==> config.mk <==
export PLATFORM = sky130hd
export DESIGN_NAME = sbq_coef_regs
export DESIGN_NICKNAME = d
export VERILOG_FILES = /design/src/sv/sbq_pkg.sv /design/src/sv/sbq_coef_regs.sv
export SDC_FILE = /design/constraint.sdc
export NUM_CORES = 1
export LEC_CHECK = 0
export BUFFER_PORTS_ARGS = -buffer_cell sky130_fd_sc_hd__buf_2
export CORE_UTILIZATION = 40
export DETAILED_ROUTE_END_ITERATION = 7
export HOLD_SLACK_MARGIN = 0.15
export PLACE_DENSITY = 0.69
export RECOVER_POWER = 50
export SYNTH_ARGS = -nofsm -noshare
export SYNTH_HDL_FRONTEND = slang
export SYNTH_SLANG_ARGS = --single-unit
==> constraint.sdc <==
create_clock -name clk -period 1.32 [get_ports clk]
set_input_delay 0.33 -clock clk [delete_from_list [all_inputs] [get_ports clk]]
set_output_delay 0.33 -clock clk [all_outputs]
set_load 0.01 [all_outputs]
==> src/sv/sbq_pkg.sv <==
// Shared constants and coefficient register index codes for the stereo biquad filter.
`default_nettype none

package sbq_pkg;

  localparam int NUM_COEFS = 5;
  localparam int COEF_IDX_W = 3;

  typedef enum logic [COEF_IDX_W-1:0] {
    IDX_B0 = 3'd0,
    IDX_B1 = 3'd1,
    IDX_B2 = 3'd2,
    IDX_A1 = 3'd3,
    IDX_A2 = 3'd4
  } coef_idx_t;

endpackage

`default_nettype wire

==> src/sv/sbq_coef_regs.sv <==
// Coefficient register file written through the configuration port.
`default_nettype none

module sbq_coef_regs #(
  parameter int COEF_WIDTH = 32
) (
  input  wire logic                                  clk,
  input  wire logic                                  rst,
  input  wire logic                                  cfg_wr_en,
  input  wire logic [sbq_pkg::COEF_IDX_W-1:0]        cfg_index,
  input  wire logic [COEF_WIDTH-1:0]                 cfg_data,
  output logic signed [COEF_WIDTH-1:0]               b0,
  output logic signed [COEF_WIDTH-1:0]               b1,
  output logic signed [COEF_WIDTH-1:0]               b2,
  output logic signed [COEF_WIDTH-1:0]               a1,
  output logic signed [COEF_WIDTH-1:0]               a2
);

  localparam logic signed [COEF_WIDTH-1:0] UNITY =
    {2'b01, {(COEF_WIDTH-2){1'b0}}};

  always_ff @(posedge clk) begin
    if (rst) begin
      b0 <= UNITY;
      b1 <= '0;
      b2 <= '0;
      a1 <= '0;
      a2 <= '0;
    end else if (cfg_wr_en) begin
      case (cfg_index)
        sbq_pkg::IDX_B0: b0 <= cfg_data;
        sbq_pkg::IDX_B1: b1 <= cfg_data;
        sbq_pkg::IDX_B2: b2 <= cfg_data;
        sbq_pkg::IDX_A1: a1 <= cfg_data;
        sbq_pkg::IDX_A2: a2 <= cfg_data;
        default: ;
      endcase
    end
  end

endmodule

`default_nettype wire

# Word-level counts from Yosys, hierarchy flattened
# Index checks and enable logic that the tools add are counted.
# W data, S select, Z words.
dict set report classes {
  order_cmp 0
  shift 0
  muxes 0
  div 0
  bitwise_logic 0
  n_reduce_logical 6
  add_sub_neg 0
  n_mul 0
  eq_ne 4
}
# op count
set op_table {}
lappend op_table {{$reduce_and A2 Y1} 5}
lappend op_table {{$eq A3 B2 Y1 const B} 2}
lappend op_table {{$eq A3 B1 Y1 const B} 1}
lappend op_table {{$eq A3 B3 Y1 const B} 1}
lappend op_table {{$logic_not A3 Y1} 1}
dict set report totals {
  output_inout_bits 160
  mem_bits_ro 0
  ram_bits 0
  n_memories 0
  latchBits 0
  in_bits 38
  regBits 160
}

# Logic depth before layout (Yosys ltp)
dict set report logic_depth {
  word_depth 2
  depth_mapped 4
  mapped_depth_nobuf 2
}

# Least setup slack after synthesis
# Ideal clock, no wire load.
dict set report synth_timing {
  path_kind {input -> register}
  from {in cfg_index[0] (netlist bit)}
  to {reg b0[21]}
  required_ps 1198
  arrival_ps 1124
  setup_slack_ps 74
  cell_stages 3
  cell_sequence {or4b_1 -> buf_6 -> mux2i_1}
}
dict set report synth_via {
  elab_chain_cells 2
}
# item line
set synth_rtl {}
lappend synth_rtl {{start, declared} sbq_coef_regs.sv:10} ;# input wire logic [sbq_pkg::COEF_IDX_W-1:0] cfg_index,
lappend synth_rtl {{$logic_not A3 Y1} sbq_coef_regs.sv:30} ;# case (cfg_index)
lappend synth_rtl {{$reduce_and A2 Y1 (no line)} -}
lappend synth_rtl {{end signal, assigned} sbq_coef_regs.sv:31} ;# sbq_pkg::IDX_B0: b0 <= cfg_data;
lappend synth_rtl {{end, declared} sbq_coef_regs.sv:12} ;# output logic signed [COEF_WIDTH-1:0] b0,
# No other way between the ends.
# A chain may end at the register's enable or synchronous reset.

# Worst setup path after layout
dict set report layout_timing {
  from {reg b1[24]}
  to {out b1[24]}
}
# item line
set layout_rtl {}
lappend layout_rtl {{start, declared} sbq_coef_regs.sv:13} ;# output logic signed [COEF_WIDTH-1:0] b1,
lappend layout_rtl {{start signal, assigned} sbq_coef_regs.sv:32} ;# sbq_pkg::IDX_B1: b1 <= cfg_data;
# No word-level cell between the ends.

==> flow_metrics.env <==
export IMPL_syn_nets=597
export IMPL_via_count=4601
export IMPL_power_w=0.0101
export IMPL_vias_per_cell=4.69
export IMPL_fin_hold_ws_ns=0.205
export IMPL_synth_ff_type="dfxtp_1"
export IMPL_clkTransAtPathRegs_ns=0.06
export IMPL_synth_seq_area_share_pct=50.9
export IMPL_routed_wl_um=15500
export IMPL_cp_end_kind="output pin"
export IMPL_fin_skew_ns=0
export IMPL_die_w_um=127
export IMPL_crit_buf_inv=1
export IMPL_synth_seq_cells=160
export IMPL_start_util_pct=41.3
export IMPL_cts_resized=0
export IMPL_critPathMaxStageDelay_ns=0.36
export IMPL_clock_sinks=160
export IMPL_dieArea_sq_um=16200
export IMPL_drt_iter0_markers=185
export IMPL_cts_made_buffers=17
export IMPL_synth_top_area_share_pct=50.9
export IMPL_syn_cell_area_sq_um=6300
export IMPL_hold_violations=0
export IMPL_worst_slew_pin_slew_ns=0.602
export IMPL_rows=45
export IMPL_wl_per_cell_um=15.8
export IMPL_gp_congestion=0.742
export IMPL_netlist_cell_type_count=13
export IMPL_cts_root_buf="clkbuf_16"
export IMPL_crit_family="flip-flops"
export IMPL_drv_cap=0
export IMPL_worst_path_max_fanout=2
export IMPL_async_flop_share_pct=0
export IMPL_ant_nets=0
export IMPL_syn_to_final_growth_pct=29.1
export IMPL_first_global_vias=4628
export IMPL_synth_edf_count=0
export IMPL_clock_path_buffers=2
export IMPL_slew_violations=0
export IMPL_arrival_ns=0.93
export IMPL_multi_input_area_sq_um=2910
export IMPL_first_pass_iters=4
export IMPL_crit_type="register to output pin"
export IMPL_leakage_nw=4.29
export IMPL_fmax_ghz=0.794
export IMPL_critPathSlowestCell="dfxtp_1"
export IMPL_grt_usage_pct=19.6
export IMPL_diodes=0
export IMPL_antenna_found_initial=0
export IMPL_finalSetupViolCount=0
export IMPL_avgSynthCellArea_sq_um=11.3
export IMPL_cts_setup_buffers=0
export IMPL_peakVddDrop_mv=0.844
export IMPL_cts_htree_levels=4
export IMPL_period_minus_slack_ns=1.26
export IMPL_register_area_sq_um=3200
export IMPL_drc=0
export IMPL_cp_required_ns=0.99
export IMPL_p_per_area_nw_per_um2=1250
export IMPL_cts_tree="done"
export IMPL_portBuffers=197
export IMPL_core_region_area_sq_um=15300
export IMPL_status="finished clean"
export IMPL_drive_above_1_share_pct=32.3
export IMPL_relSlewSlack_pct=59.9
export IMPL_fillers=1372
export IMPL_fin_cells=982
export IMPL_pin_count=198
export IMPL_worstPathCellList="buf_2"
export IMPL_ys_top_cells_by_count="nand2b_1, dfxtp_1, mux2i_1"
export IMPL_post_route_period_util_pct=95.4
export IMPL_clk_latency_ns=0.41
export IMPL_placed_area_sq_um=7720
export IMPL_synth_most_common_cell="nand2b_1"
export IMPL_grt_max_degree=65
export IMPL_dieHeight_um=127
export IMPL_final_nets=797
export IMPL_gr_total_overflow=0
export IMPL_hold_class="primary input to register"
export IMPL_synth_area_leaders="dfxtp_1, mux2i_1, nand2b_1, clkbuf_1, buf_4"
export IMPL_hpwl_um=11000
export IMPL_fin_area_sq_um=8130
export IMPL_grt_pass1_wl_um=24500
export IMPL_rsz0062_at_grt="no"
export IMPL_dp_cells=951
export IMPL_cts_hold_buf=0
export IMPL_ys_warn_count=0
export IMPL_synth_top_area_cell="dfxtp_1"
export IMPL_start_kind="register"
export IMPL_synth_cells=559
placed cells by master, fill, tap and decap left out, types with 3 or more instances in the layout:
cell	count
buf_4	7
buf_12	7
clkinv_2	5
clkbuf_4	4
clkbuf_16	17
nand2b_1	191
clkbuf_1	6
mux2i_1	160
clkbuf_2	3
dfxtp_1	160
clkinvlp_4	3
buf_2	195
registers in the layout, indices dropped and copies added, names as in the netlist:
| register | count |
|---|---|
| a1 | 32 |
| a2 | 32 |
| b0 | 32 |
| b1 | 32 |
| b2 | 32 |
final cells by class:
class                      count  share of cell area, %
sequential                   160                   39.4
multi-input combinational    360                   35.8
timing repair buffer         220                   15.1
clock buffer                  21                   5.66
tap                          211                   3.25
clock inverter                10                  0.800
cells by family (layout without fill, tap and decap cells):
logic type,Yosys count,count (layout),synth area share (%)
simple gates,200,200,20.5
mux,160,160,25.4
flops,160,160,50.9
buf+inv,39,251,3.24
report_power, final:
group / internal (W) / switching [W]
Sequential: 0.00494 / 0.0000561
Combinational: 0.000362 / 0.000389
Clock: 0.00248 / 0.00192
Total: 0.00778 / 0.00237
worst paths after layout:
path / start / to / slack [ns] / cells past startpoint
max: b1[24] / b1[24] / 0.06 / 1
max reg2reg: b1[24] / b1[24] / 0.68 / 2
min reg2reg: a2[0] / a2[0] / 0.47 / 2
min: cfg_data[30] / b0[30] / 0.20 / 3
stage by stage:
stage / TNS (ns) / worst slack, ns / util [%]
detailed placement: -9.47 / -0.164 / 50.6
CTS: 0 / 0.0531 / 54.1
global route: 0 / 0.0184 / 53.3
floorplan: 0 / 0.0736 / -
finish: 0 / 0.0612 / 53.3
global placement: -7.97 / -0.119 / 50.6
metal layers:
layer  share of wire [%]  wire, um  global-route usage (%)
met1                  45      7010                    24.5
met2                  48      7390                    32.2
met3                 6.2       967                    6.16
met4                 1.0       163                    6.09
met5                   0         0                       0
Power figures use the tool's default switching activity.
